[config.mk]
export PLATFORM = sky130hd
export DESIGN_NAME = tpp_cell
export DESIGN_NICKNAME = d
export VERILOG_FILES = /design/src/sv/tpp_pkg.sv /design/src/sv/tpp_cell.sv
export SDC_FILE = /design/constraint.sdc
export NUM_CORES = 1
export LEC_CHECK = 0
export ABC_AREA = 1
export BUFFER_PORTS_ARGS = -buffer_cell sky130_fd_sc_hd__buf_4
export CORE_AREA = 2 2 605 607
export CTS_BUF_LIST = sky130_fd_sc_hd__clkbuf_4 sky130_fd_sc_hd__clkbuf_8
export CTS_CLUSTER_SIZE = 25
export DETAILED_ROUTE_END_ITERATION = 10
export DIE_AREA = 0 0 607 609
export PLACE_DENSITY = 0.31
export SYNTH_ARGS = -nofsm -noshare
export SYNTH_HDL_FRONTEND = slang
export SYNTH_SLANG_ARGS = --single-unit
export TNS_END_PERCENT = 50
[constraint.sdc]
create_clock -name clk -period 76 [get_ports clk]
set_clock_uncertainty 0.1 [all_clocks]
set_input_delay 3.8 -clock clk [delete_from_list [all_inputs] [get_ports clk]]
set_output_delay 3.8 -clock clk [all_outputs]
set_load 0.1 [all_outputs]
[src/sv/tpp_pkg.sv]
package tpp_pkg;

  localparam int CW    = 32;
  localparam int FB    = 16;
  localparam int SZ_W  = 16;
  localparam int NL    = 6;
  localparam int NV    = 3;
  localparam int CEN_W = (CW > SZ_W + FB - 1) ? CW : SZ_W + FB - 1;
  localparam int RES_W = CEN_W + 2;
  localparam int CMP_W = RES_W + SZ_W + FB + 2;

  localparam logic signed [CMP_W-1:0] ONE_C = {{(CMP_W-1){1'b0}}, 1'b1} << FB;
  localparam logic signed [CMP_W-1:0] SMAX_C =
    ({{(CMP_W-1){1'b0}}, 1'b1} << (CW - 1)) - {{(CMP_W-1){1'b0}}, 1'b1};
  localparam logic [CW-1:0] NEG_ONE = {{(CW-FB){1'b1}}, {FB{1'b0}}};

  typedef enum logic [2:0] {
    REG_WIDTH, REG_HEIGHT, REG_CEN_U, REG_CEN_V, REG_FOCAL, REG_FOCAL_U, REG_FOCAL_V
  } cfg_idx_t;

  typedef struct packed {
    logic [SZ_W-1:0] width;
    logic [SZ_W-1:0] height;
    logic [CW-1:0]   cen_u;
    logic [CW-1:0]   cen_v;
    logic [CW-1:0]   focal;
    logic [CW-1:0]   focal_u;
    logic [CW-1:0]   focal_v;
  } cam_t;

  // one axis of one vertex on its way through the divider
  typedef struct packed {
    logic [CW-1:0]    a;
    logic [CW-1:0]    q;
    logic [CW-2:0]    z;
    logic             ok;
    logic             neg;
    logic [CEN_W-1:0] cen;
  } lane_t;

  typedef lane_t [NL-1:0] lanes_t;

  function automatic logic in_win(logic signed [RES_W-1:0] c, logic [SZ_W-1:0] size);
    logic signed [CMP_W-1:0] cx;
    logic signed [CMP_W-1:0] top;
    cx  = {{(CMP_W-RES_W){c[RES_W-1]}}, c};
    top = ($signed({{(CMP_W-SZ_W){1'b0}}, size}) - ONE_C[CMP_W-1:FB]) <<< FB;
    return (cx <= SMAX_C) && (cx >= ONE_C) && (cx <= top);
  endfunction

endpackage

[src/sv/tpp_cell.sv]
module tpp_cell import tpp_pkg::*; (
  input  logic   clk,
  input  logic   rst_n,
  input  logic   up_valid,
  output logic   up_ready,
  input  lanes_t up_lanes,
  output logic   dn_valid,
  input  logic   dn_ready,
  output lanes_t dn_lanes
);

  logic   v_r;
  lanes_t lanes_r, lanes_nxt;

  assign up_ready = !v_r || dn_ready;
  assign dn_valid = v_r;
  assign dn_lanes = lanes_r;

  // one restoring step per lane: shift in the next dividend bit, subtract if it fits
  always_comb begin
    logic [CW:0] t, zx;
    logic        ge;
    lanes_nxt = up_lanes;
    for (int k = 0; k < NL; k++) begin
      t  = {up_lanes[k].a, up_lanes[k].q[CW-1]};
      zx = {2'b00, up_lanes[k].z};
      ge = t >= zx;
      lanes_nxt[k].a  = ge ? CW'(t - zx) : t[CW-1:0];
      lanes_nxt[k].q  = {up_lanes[k].q[CW-2:0], ge};
      // remainder at or above the divisor only at entry: quotient overflows
      lanes_nxt[k].ok = up_lanes[k].ok && (up_lanes[k].a < {1'b0, up_lanes[k].z});
    end
  end

  always_ff @(posedge clk) begin
    if (!rst_n) begin
      v_r <= 1'b0;
    end else if (up_ready) begin
      v_r <= up_valid;
    end
  end

  always_ff @(posedge clk) begin
    if (up_ready && up_valid) begin
      lanes_r <= lanes_nxt;
    end
  end

endmodule

==> results.json <==
{
  "fin_util": 0.183,
  "ir_drop_mv": 0.0127,
  "cts_root_buf": "clkbuf_8",
  "met1_usage": 0.191,
  "rsz0062_at_grt": "no",
  "clock.fmax_mhz": 116,
  "dieArea_sq_mm": 0.370,
  "yosysWarningCount": 0,
  "finalPower_mw": 1.58,
  "grtUsageMet3": 0.0521,
  "drtPass1Iterations": 5,
  "htreeDepth": 4,
  "antenna_found_initial": 190,
  "gp_congestion": 0.932,
  "grt_first_pass_wirelength_microns": 399000,
  "powerDensity_mw_per_mm2": 23.8,
  "clk_latency_ps": 890,
  "worstSetupEndpointType": "primary output",
  "maxSlewHeadroom": 0.310,
  "clock-sinks": 775,
  "grt.met2_usage": 0.280,
  "coreArea_sq_mm": 0.364,
  "syn-num-nets": 6340,
  "min_period_ps": 8600,
  "dpl_cell_area_sq_mm": 0.0628,
  "clk_pin_slew_worst_paths_ps": 70,
  "track_usage": 0.162,
  "status": "complete, no violations",
  "fin_area_sq_mm": 0.0665,
  "cts_hold_buf": 0,
  "cp.required_ps": 72100,
  "layout_commonest_cell": "nand2_1",
  "cp-startpoint": "dn_ready",
  "portBuffers": 1553,
  "wl_microns": 312000,
  "initial_core_util": 0.125,
  "rr_startpoint": "dn_valid",
  "fp.dieH_microns": 609,
  "numCtsBuffers": 175,
  "tns_ps": 0,
  "drc": 0,
  "startpoint_type": "primary input",
  "clockBufferDepth": 4,
  "syn_avg_cell_area_sq_um": 8.74,
  "drt_iter0_markers": 2705,
  "path_max_fanout": 2,
  "vias": 42000,
  "drv_cap": 0,
  "nFillCells": 41200,
  "die_w_microns": 607,
  "fin_nets": 8041,
  "slew_violations": 0,
  "io_pins": 1554,
  "cts_tree": "done",
  "setup-violations-final": 0,
  "worst_pin_slew_ps": 1040,
  "crit_type": "in2out",
  "grt_start_max_net_pins": 122,
  "synth.cell_area_sq_mm": 0.0453,
  "ys_seq_area_frac": 0.513,
  "grt_pass1_vias": 42000,
  "area_growth_pct": 46.6,
  "cts_resized": 0,
  "fin_crit_sh": 0.113,
  "p_leak_nw": 32.0,
  "worst_ep_arrival_time_ps": 4700,
  "busiest_layer": "met2",
  "gr-total-overflow": 0,
  "detail-route-antenna-nets": 0,
  "num_rows": 222,
  "wl_per_cell_microns": 26.3,
  "drive_above_1_share": 0.275,
  "synth_cell_types": 42,
  "min_path_type": "reg2reg",
  "min-delay-start": "dn_valid",
  "viasPerCell": 3.54,
  "cts_setup_buffers": 0,
  "final_cell_mix": "nand2_1, buf_4, inv_1, edfxtp_1, ha_1",
  "hold_viol": 0,
  "synthCells": 5190,
  "synth-seq-cells": 775,
  "dpl.hpwl_microns": 270000
}
==> sequential cells by signal (all words and copies together) (netlist names) <==
name      flops
dn_lanes    774
dn_valid      1
==> Yosys cell counts <==
library cell | number | area [sq um]
nand3_2 | 27 | 270
buf_4 | 8 | 60.1
a41oi_1 | 1 | 8.76
o211a_1 | 1 | 10.0
a21oi_1 | 198 | 991
a21oi_2 | 5 | 43.8
nand2_4 | 6 | 67.6
nor4_2 | 2 | 25.0
ha_1 | 366 | 4580
buf_2 | 15 | 75.1
nand3b_1 | 59 | 443
nand4_1 | 27 | 169
nor3b_1 | 2 | 15.0
inv_2 | 8 | 30.0
buf_6 | 23 | 259
nor2_1 | 247 | 927
nor4_1 | 10 | 62.6
o21ai_0 | 36 | 180
xor2_1 | 78 | 683
a21boi_0 | 1 | 7.51
or2_2 | 3 | 18.8
a211oi_1 | 7 | 52.6
a31oi_1 | 4 | 25.0
inv_4 | 1 | 6.26
nor3_4 | 1 | 16.3
dfxtp_1 | 1 | 20.0
xnor2_1 | 6 | 52.6
and3_1 | 11 | 68.8
nor3_1 | 38 | 190
inv_1 | 939 | 3520
a21o_1 | 7 | 52.6
o2111ai_1 | 1 | 8.76
fa_1 | 6 | 120
o21bai_1 | 8 | 60.1
nand2_2 | 15 | 93.8
and2_1 | 20 | 125
nor4b_1 | 1 | 8.76
nand2_1 | 1945 | 7300
o21a_1 | 10 | 75.1
edfxtp_1 | 774 | 23200
nor2_2 | 12 | 75.1
nand3_1 | 260 | 1300
==> path summary, 6_finish.rpt <==
path	cells after the start	to	slack, ps
max	4	up_ready	67400
min	1	dn_lanes[427]	770
max reg2reg	6	dn_lanes[48]	71130
min reg2reg	1	dn_lanes[427]	770
==> power by group <==
group,switching [mW],leakage (nW),internal (mW)
combinational,0.412,22.7,0.119
clock,0.237,1.89,0.285
sequential,0.0155,7.50,0.514
==> through the flow <==
| step | setup slack (ps) | hold slack, ps | instances |
|---|---|---|---|
| 2_1_floorplan | 32890 | 1600 | 5190 |
| 3_3_place_gp | 67210 | 892 | 11500 |
| 3_5_place_dp | 67160 | 886 | 11500 |
| 4_1_cts | 67320 | 830 | 11800 |
| 5_1_grt | 67340 | 828 | 11900 |
| 6_report | 67400 | 771 | 11900 |
==> logic make-up (layout without fill, tap and decap cells) <==
logic type / after synthesis / count (layout) / share of synthesized area
adder cells (fa/ha/maj): 372 / 372 / 0.104
buffers and inverters: 994 / 2831 / 0.0872
XOR/XNOR: 84 / 84 / 0.0162
AO/OA/AOI/OAI: 279 / 279 / 0.0334
AND/OR/NAND/NOR: 2686 / 2686 / 0.247
flip-flops: 775 / 775 / 0.513
other: 0 / 31 / 0
==> cell type report <==
type	count	area, sq um	area share
well taps	4816	6030	0.0907
clock inverters	84	747	0.0112
flip-flops and latches	775	23300	0.350
clock buffers	229	2840	0.0427
inverters	948	3560	0.0536
multi-input cells	3421	18100	0.273
diodes	31	77.6	0.00117
repair buffers	1570	11800	0.178
==> routing by layer <==
layer	routed length (microns)	share of wire	vias to the layer above
met4	8500	0.027	86
met1	126000	0.40	19900
li1	-	-	20200
met3	25300	0.081	454
met2	152000	0.49	1466
met5	553	0.0018	-
==> worst max-delay path, cell delays in order <==
cell and delay (ps):
buf_4 100, inv_1 80, nand2_1 310, buf_4 380
Power figures use the tool's default switching activity.
