<file path="src/sv/tpp_pkg.sv">
package tpp_pkg;

  localparam int CW    = 32;
  localparam int FB    = 16;
  localparam int SZ_W  = 16;
  localparam int NL    = 6;
  localparam int NV    = 3;
  localparam int CEN_W = (CW > SZ_W + FB - 1) ? CW : SZ_W + FB - 1;
  localparam int RES_W = CEN_W + 2;
  localparam int CMP_W = RES_W + SZ_W + FB + 2;

  localparam logic signed [CMP_W-1:0] ONE_C = {{(CMP_W-1){1'b0}}, 1'b1} << FB;
  localparam logic signed [CMP_W-1:0] SMAX_C =
    ({{(CMP_W-1){1'b0}}, 1'b1} << (CW - 1)) - {{(CMP_W-1){1'b0}}, 1'b1};
  localparam logic [CW-1:0] NEG_ONE = {{(CW-FB){1'b1}}, {FB{1'b0}}};

  typedef enum logic [2:0] {
    REG_WIDTH, REG_HEIGHT, REG_CEN_U, REG_CEN_V, REG_FOCAL, REG_FOCAL_U, REG_FOCAL_V
  } cfg_idx_t;

  typedef struct packed {
    logic [SZ_W-1:0] width;
    logic [SZ_W-1:0] height;
    logic [CW-1:0]   cen_u;
    logic [CW-1:0]   cen_v;
    logic [CW-1:0]   focal;
    logic [CW-1:0]   focal_u;
    logic [CW-1:0]   focal_v;
  } cam_t;

  // one axis of one vertex on its way through the divider
  typedef struct packed {
    logic [CW-1:0]    a;
    logic [CW-1:0]    q;
    logic [CW-2:0]    z;
    logic             ok;
    logic             neg;
    logic [CEN_W-1:0] cen;
  } lane_t;

  typedef lane_t [NL-1:0] lanes_t;

  function automatic logic in_win(logic signed [RES_W-1:0] c, logic [SZ_W-1:0] size);
    logic signed [CMP_W-1:0] cx;
    logic signed [CMP_W-1:0] top;
    cx  = {{(CMP_W-RES_W){c[RES_W-1]}}, c};
    top = ($signed({{(CMP_W-SZ_W){1'b0}}, size}) - ONE_C[CMP_W-1:FB]) <<< FB;
    return (cx <= SMAX_C) && (cx >= ONE_C) && (cx <= top);
  endfunction

endpackage

</file>
<file path="src/sv/tpp_back.sv">
module tpp_back import tpp_pkg::*; (
  input  logic                 clk,
  input  logic                 rst_n,
  input  cam_t                 cam,
  input  logic                 up_valid,
  output logic                 up_ready,
  input  lanes_t               up_lanes,
  output logic                 out_valid,
  input  logic                 out_ready,
  output logic [NL-1:0][CW-1:0] coord,
  output logic [NV-1:0]        seen,
  output logic                 face
);

  logic                          v1_r, v2_r, rdy2;
  logic signed [NL-1:0][RES_W-1:0] res_r, res_nxt;
  logic [NL-1:0]                 ok_r;
  logic [NL-1:0][CW-1:0]         coord_r, coord_nxt;
  logic [NV-1:0]                 seen_r, seen_nxt;

  assign rdy2     = !v2_r || out_ready;
  assign up_ready = !v1_r || rdy2;
  assign out_valid = v2_r;
  assign coord    = coord_r;
  assign seen     = seen_r;
  assign face     = &seen_r;

  always_comb begin
    logic signed [RES_W-1:0] cx, qx;
    for (int k = 0; k < NL; k++) begin
      cx = $signed({2'b00, up_lanes[k].cen});
      qx = $signed({{(RES_W-CW){1'b0}}, up_lanes[k].q});
      res_nxt[k] = up_lanes[k].neg ? cx - qx : cx + qx;
    end
  end

  always_comb begin
    for (int j = 0; j < NV; j++) begin
      seen_nxt[j] = ok_r[2*j] && ok_r[2*j+1] && in_win(res_r[2*j], cam.width) &&
                    in_win(res_r[2*j+1], cam.height);
      coord_nxt[2*j]   = seen_nxt[j] ? res_r[2*j][CW-1:0] : NEG_ONE;
      coord_nxt[2*j+1] = seen_nxt[j] ? res_r[2*j+1][CW-1:0] : NEG_ONE;
    end
  end

  always_ff @(posedge clk) begin
    if (!rst_n) begin
      v1_r <= 1'b0;
      v2_r <= 1'b0;
    end else begin
      if (up_ready) begin
        v1_r <= up_valid;
      end
      if (rdy2) begin
        v2_r <= v1_r;
      end
    end
  end

  always_ff @(posedge clk) begin
    if (up_ready && up_valid) begin
      res_r <= res_nxt;
      for (int k = 0; k < NL; k++) begin
        ok_r[k] <= up_lanes[k].ok;
      end
    end
    if (rdy2 && v1_r) begin
      coord_r <= coord_nxt;
      seen_r  <= seen_nxt;
    end
  end

endmodule

</file>
<file path="config.mk">
export PLATFORM = sky130hd
export DESIGN_NAME = tpp_back
export DESIGN_NICKNAME = d
export VERILOG_FILES = /design/src/sv/tpp_pkg.sv /design/src/sv/tpp_back.sv
export SDC_FILE = /design/constraint.sdc
export NUM_CORES = 1
export LEC_CHECK = 0
export ABC_AREA = 1
export BUFFER_PORTS_ARGS = -buffer_cell sky130_fd_sc_hd__buf_2
export CAP_MARGIN = 10
export CORE_AREA = 2 2 457 459
export DETAILED_ROUTE_END_ITERATION = 16
export DIE_AREA = 0 0 459 461
export GPL_ROUTABILITY_DRIVEN = 0
export GPL_TIMING_DRIVEN = 1
export SYNTH_ARGS = -nofsm -noshare
export SYNTH_HDL_FRONTEND = slang
export SYNTH_SLANG_ARGS = --single-unit
</file>
<file path="constraint.sdc">
create_clock -name clk -period 17.5 [get_ports clk]
set_input_delay 3.5 -clock clk [delete_from_list [all_inputs] [get_ports clk]]
set_output_delay 3.5 -clock clk [all_outputs]
set_load 0.1 [all_outputs]
</file>
==> metrics.md, run 1 <==
| Metric | Value |
|---|---|
| Hold Path Cell Cnt | `2` |
| Clock tree from TritonCTS | `yes` |
| Capturing element type of the critical path | `flip-flop` |
| Sequential standard cell area | `0.0122 mm2` |
| # port buffers | `629` |
| Critical path required time | `17.75 ns` |
| Crit. path cell count | `21` |
| Setup tns final | `0 ns` |
| Part of the power in registers | `32.9%` |
| Maximum clock path buffer count | `3` |
| Per-cell routed wire length | `20.3 um` |
| Maximum number of pins on one net before global-route repair | `121` |
| Insertion delay of the later-clocked pin in the worst-skew pair | `0.72 ns` |
| Initial Util | `20.5%` |
| Post-synthesis sequential area ratio | `28.9%` |
| Area share of fa/ha/maj cells after synthesis | `15.0%` |
| Mean instance size in the synthesized netlist | `7.25 um2` |
| Number of clock sinks | `407` |
| Combinational power share | `33.2%` |
| Fill cell count | `22.9k` |
| Number of nets in the layout | `7796` |
| Tcrit/Tclk final | `46.3%` |
| Transition time at the pin with the least slew margin | `1.01 ns` |
| Result of the run | `finished, final reports clean` |
| Fraction of final layout cells sized beyond drive strength 1 | `13.3%` |
| DRC marker count from the first detailed-route iteration | `3858` |
| Critical Path, Cell by Cell | `buf_2 > inv_1 > ha_1 > inv_1 > nor2_1 > inv_1 > nor3_1 > nor3b_2 > nand4_1 > nor4_2 > nand3_1 > ha_1 > nand2_1 > nor2_1 > a211oi_1 > nand3_1 > nand3_1 > nand2_1 > inv_1 > buf_4 > nand2_4` |
| Gr ovfl total | `0` |
| Max H-tree Level | `2` |
| Worst Hold Class | `flip-flop to flip-flop` |
| WL met2 | `83.0 mm` |
| Clock Power Share | `33.9%` |
| Internal power | `2.32 mW` |
| Routed wl met3 | `14.1 mm` |
| Slew Viols, Final | `0` |
| Combined area of the multi-input logic cells | `0.0259 mm2` |
| Maximum ir drop on the vdd rail | `0.0761 mV` |
| Number of buffers added for setup after CTS | `0` |
| XOR/XNOR share of the synthesized area | `5.52%` |
| Tot GR Track Use | `16.7%` |
| First-pass GRT wire length | `264 mm` |
| Count of endpoints failing setup in the final report | `0` |
| Dominant combinational cell family by area after synthesis | `simple AND/OR/NAND/NOR gates` |
| Post-synthesis cell type with the largest combined area | `edfxtp_1` |
| Power density over cell area | `75.5 mW/mm2` |
| Mux contribution to synthesized area | `0.142%` |
| Count of hold-fix buffers inserted at cts | `0` |
| Root buffer selected by CTS | `clkbuf_16` |
| Number of global-route vias before repair | `40.8k` |
| Switching power of the nets | `1.47 mW` |
| Total wire length after detailed routing | `185 mm` |
| Die Area | `0.212 mm2` |
| Switching Share | `38.9%` |
| RSZ-0062 raised after global routing | `false` |
| Cts bufs inserted | `58` |
| Via Count | `42.7k` |
| Register bit count reported by yosys | `407` |
| Crit-path slowest cell | `ha_1` |
| Share of Yosys cell area claimed by the top area cell type | `28.8%` |
| Fraction of registers with async set or reset after synthesis | `0%` |
| Number of warnings issued by yosys | `0` |
| Count of buffer and inverter cells on the critical path | `6` |
| Post-DP HPWL | `157 mm` |
| Most frequent standard cell in the layout excluding fill and tap cells | `nand2_1` |
| Number of detailed-route iterations in the first pass | `7` |
| Worst setup skew after layout | `0.0655 ns` |
| Post-Syn Area | `0.0422 mm2` |
| Most instantiated flip-flop cell in the synthesis netlist | `edfxtp_1` |
| Startpoint type of the worst setup path | `primary input` |
| Number of nets in the synthesized netlist | `7290` |
| Total chip power | `3.79 mW` |
| Number of cell instances on the worst register-to-register path | `7` |
| Uppermost metal layer occupied by signal nets | `met5` |
| Cells taking the most area after synthesis | `edfxtp_1, ha_1, nand2_1, inv_1, a21oi_1` |
| Worst max-slew margin expressed relative to the limit | `32.9%` |
| Maximum clock frequency | `0.123 GHz` |
| Vias per cell | `4.69` |
| Flop-to-flop setup slack | `13.22 ns` |
| Count of flip-flops with a built-in enable after synthesis | `405` |
| Reg clk slew, reported paths | `0.06 ns` |
| Leading cell types in the layout, fill and taps excluded | `nand2_1, inv_1, nor2_1` |
| Fraction of the mapped netlist area in compound gates | `15.6%` |
| Distinct cell type count of the synthesized netlist | `57` |
| Initial antenna violation count | `71` |
| Min cycle time layout | `8.10 ns` |
| Highest cell delay on the worst timing path | `0.50 ns` |
| Number of hold violations in the final report | `0` |
| Residual antenna-violating net count after detailed routing | `0` |
| Critical path class | `primary input to flip-flop` |
| Simple logic cell fraction of the synthesized area | `24.9%` |
| Static leakage | `22.4 nW` |
| Critical Path AT | `8.35 ns` |
| Number of DRC violations after detailed routing | `0` |
| P&R area growth vs syn | `19.0%` |
| Library cell appearing most often on the critical path | `inv_1` |
| Top-level I/O count | `1168` |
| Post-Syn Instances | `5820` |
| Met1 Routed Length | `76.3 mm` |
| Die extent in y | `461 um` |
| Die outline width | `459 um` |
| # Max-Cap Violations | `0` |
| Gate family responsible for the most delay along the worst path | `simple AND/OR/NAND/NOR gates` |
| Standard-cell rows | `167` |
| Count of instances resized after the clock tree is built | `0` |
| Core ar. | `0.206 mm2` |
| Largest fanout of any net on the critical path | `34` |
## cells by family (layout without fill, tap and decap cells)
logic type / count (synthesis) / in the layout
multiplexers: 6 / 6
other: 0 / 40
flip-flops: 407 / 407
XOR/XNOR: 266 / 266
AND/OR/NAND/NOR: 2403 / 2403
AO/OA/AOI/OAI: 1149 / 1149
buffers and inverters: 1089 / 1643
adder cells (fa/ha/maj): 500 / 500
## power by group through the flow
| stage | clock network [mW] | logic, mW | registers, mW |
|---|---|---|---|
| after floorplan | 0 | 0.792 | 1.28 |
| after global placement | 0 | 1.23 | 1.27 |
| after global routing | 1.36 | 1.39 | 1.26 |
| after CTS | 1.33 | 1.25 | 1.25 |
| final | 1.28 | 1.26 | 1.25 |
| after detailed placement | 0 | 1.24 | 1.27 |
## Yosys cell counts (all sizes together), types with 25 or more instances
cell / instances
nand2: 1080
inv: 873
nor2: 701
a21oi: 491
ha: 488
edfxtp: 405
o21ai: 361
nand3: 312
xor2: 229
clkbuf: 180
nor3: 118
nand3b: 66
nor4: 65
o21bai: 59
nand4: 54
a21o: 40
xnor2: 37
o21a: 36
buf: 26
a21boi: 25
## registers in the layout, summed over array words and instances (netlist names)
name,count
coord,192
out_valid,1
ok_r,6
seen,3
v1_r,1
res_r,204
## routing by layer
layer | GRT usage (%) | up-vias
met5 | 0 | -
met3 | 3.58 | 355
met2 | 27.2 | 1819
li1 | - | 20487
met1 | 20.5 | 20032
met4 | 9.16 | 46
## final cells by class
| type | instances | share of cell area, % |
|---|---|---|
| Multi-Input combinational cell | 4324 | 51.5 |
| Sequential cell | 407 | 24.3 |
| Tap cell | 2704 | 6.73 |
| Timing Repair Buffer | 652 | 6.63 |
| Inverter | 883 | 6.61 |
| Clock buffer | 62 | 2.92 |
| Clock inverter | 46 | 1.15 |
| Antenna cell | 40 | 0.199 |
## worst reg2reg max path, cell delays in order (launching register included)
cell      delay (ns)
edfxtp_1        0.65
nor4_2          0.94
nand3_1         0.53
a41oi_1         0.32
nand2_1         0.08
inv_1           0.41
buf_4           0.38
nand2_4         0.45
## final timing paths
check / from / end
max: cam[160] / coord[95]
min: out_valid / out_valid
max reg2reg: res_r[100] / coord[95]
min reg2reg: out_valid / out_valid
## stage by stage
stage               area, um2  worst slack [ns]  utilization, %  instances  hold slack, ns
finish                  50200              9.40            24.3       9118           0.531
global route            50200              8.78            24.3       9102           0.551
CTS                     50100              9.40            24.3       9078           0.531
detailed placement      48100              8.62            23.3       8970           0.520
global placement        48100              8.78            23.3       8970           0.508
floorplan               42200              3.80               -       5820           0.447
(Power assumes the default switching activity.)
==> run 2, diff against run 1 <==
==> constraint.sdc (replaced) <==
create_clock -name clk -period 7.89 [get_ports clk]
set_input_delay 1.578 -clock clk [delete_from_list [all_inputs] [get_ports clk]]
set_output_delay 1.578 -clock clk [all_outputs]
set_load 0.1 [all_outputs]
==> metrics.md, run 2 (synthesis results as in run 1) <==
| Metric | Value |
|---|---|
| Filler-free cell count of the finished design | `9113` |
| Highest cell delay on the worst timing path | `0.48 ns` |
| Leading cell types in the layout, fill and taps excluded | `nand2_1, inv_1, nor2_1` |
| Biggest register | `res_r` |
| Startpoint type of the worst setup path | `primary input` |
| # Max-Cap Violations | `0` |
| Number of hold violations in the final report | `0` |
| Total wire length after detailed routing | `185 mm` |
| Standard-cell rows | `167` |
| Count of endpoints failing setup in the final report | `0` |
| Setup tns final | `0 ns` |
| Root buffer selected by CTS | `clkbuf_16` |
| Cts bufs inserted | `57` |
| Die extent in y | `461 um` |
| Reg clk slew, reported paths | `0.06 ns` |
| Maximum ir drop on the vdd rail | `0.138 mV` |
| Fill cell count | `22.9k` |
| Worst Hold Class | `flip-flop to flip-flop` |
| Vias per cell | `4.70` |
| Worst max-slew margin expressed relative to the limit | `31.5%` |
| Placed instance count | `8969` |
| Largest fanout of any net on the critical path | `16` |
| Core ar. | `0.206 mm2` |
| Number of buffers added for setup after CTS | `0` |
| Count of instances resized after the clock tree is built | `0` |
| Top-level I/O count | `1168` |
| Result of the run | `finished, final reports clean` |
| Count of buffer and inverter cells on the critical path | `6` |
| Residual antenna-violating net count after detailed routing | `0` |
| Clock tree from TritonCTS | `yes` |
| RSZ-0062 raised after global routing | `false` |
| Tcrit/Tclk final | `76.4%` |
| Maximum clock frequency | `0.166 GHz` |
| Max H-tree Level | `2` |
| Gate family responsible for the most delay along the worst path | `simple AND/OR/NAND/NOR gates` |
| DRC marker count from the first detailed-route iteration | `3825` |
| Critical Path AT | `6.44 ns` |
| Number of global-route vias before repair | `40.6k` |
| Die outline width | `459 um` |
| Number of nets in the layout | `7794` |
| Initial Util | `20.5%` |
| Flip-flop count of the largest register, all copies and words added | `204` |
| Post-DP HPWL | `156 mm` |
| P&R area growth vs syn | `18.9%` |
| Initial antenna violation count | `78` |
| Maximum number of pins on one net before global-route repair | `141` |
| Die Area | `0.212 mm2` |
| Fraction of final layout cells sized beyond drive strength 1 | `13.2%` |
| Insertion delay of the later-clocked pin in the worst-skew pair | `0.70 ns` |
| Per-cell routed wire length | `20.3 um` |
| Slew Viols, Final | `0` |
| # port buffers | `629` |
| Tot GR Track Use | `16.7%` |
| Number of DRC violations after detailed routing | `0` |
| Number of detailed-route iterations in the first pass | `8` |
| Capturing element type of the critical path | `flip-flop` |
| Most frequent standard cell in the layout excluding fill and tap cells | `nand2_1` |
| Critical Path, Cell by Cell | `buf_2 > inv_1 > ha_1 > inv_1 > nor2_1 > inv_1 > nor3_1 > nor3b_2 > nand4_1 > nor4_2 > nand3_1 > ha_1 > nand4_1 > nor3_1 > o2111ai_1 > nand4_1 > nand3_1 > nand4_1 > inv_1 > nand2_4 > buf_4 > nor2_4` |
| Worst setup skew after layout | `0.0528 ns` |
| Static leakage | `22.4 nW` |
| Maximum clock path buffer count | `3` |
| Via Count | `42.8k` |
| Post-Route Utilization | `24.3%` |
| First-pass GRT wire length | `263 mm` |
| Transition time at the pin with the least slew margin | `1.03 ns` |
| Power density over cell area | `167 mW/mm2` |
| Crit-path slowest cell | `ha_1` |
| Gr ovfl total | `0` |
| Min cycle time layout | `6.03 ns` |
| Number of clock sinks | `407` |
| Count of hold-fix buffers inserted at cts | `0` |
| Critical path class | `primary input to flip-flop` |
| Critical path required time | `8.30 ns` |
==> run 2: changes by cell type in the layout (fill, tap and decap cells not counted), sizes merged <==
cell / before / now
inv: 883 / 880
buf: 652 / 651
clkbuf: 62 / 70
bufinv: 9 / 8
diode: 40 / 36
clkinv: 31 / 27
==> run 2: power breakdown <==
group          internal [mW]  switching (mW)  total [mW]
logic                  0.867            1.96        2.83
clock network           1.65            1.13        2.78
registers               2.61           0.160        2.77
==> run 2: worst paths after layout <==
check / from / to / slack [ns] / cells after the start
worst max-delay path: cam[160] / coord[11] / 1.86 / 22
worst min-delay path: v1_r / out_valid / 0.53 / 2
worst max register to register: res_r[100] / coord[76] / 3.82 / 7
worst min register to register: v1_r / out_valid / 0.53 / 2
==> run 2: per-layer routing <==
| layer | vias up | routed length (um) | global-route usage, % |
|---|---|---|---|
| li1 | 20469 | - | - |
| met1 | 19917 | 76400 | 20.6 |
| met2 | 1997 | 83000 | 27.1 |
| met3 | 373 | 15000 | 3.83 |
| met4 | 58 | 10200 | 8.38 |
| met5 | - | 360 | 0 |
==> run 2: stage by stage <==
step	instance area [um2]	total power, mW	hold WS [ns]	worst slack (ns)
after detailed placement	48100	5.60	0.523	1.04
after global routing	50200	8.86	0.552	1.48
after global placement	48100	5.57	0.510	1.06
final	50200	8.38	0.531	1.86
after floorplan	42200	4.58	0.465	0.123
after CTS	50100	8.46	0.536	1.76
==> run 2: worst reg2reg max path, stage by stage, from the launching register on <==
cell and delay, ns:
edfxtp_1 0.61, nor4_2 0.92, nand3_1 0.61, a41oi_1 0.39, nand2_1 0.08, inv_1 0.45
nand2_4 0.54, nor2_1 0.31
==> run 2: cell type report <==
class	instances	area [um2]	area share [%]
clock inverters	38	480	0.957
flip-flops and latches	407	12200	24.3
well taps	2704	3380	6.74
inverters	883	3320	6.62
repair buffers	651	3340	6.65
diodes	36	90.1	0.179
multi-input cells	4324	25900	51.5
clock buffers	70	1530	3.04
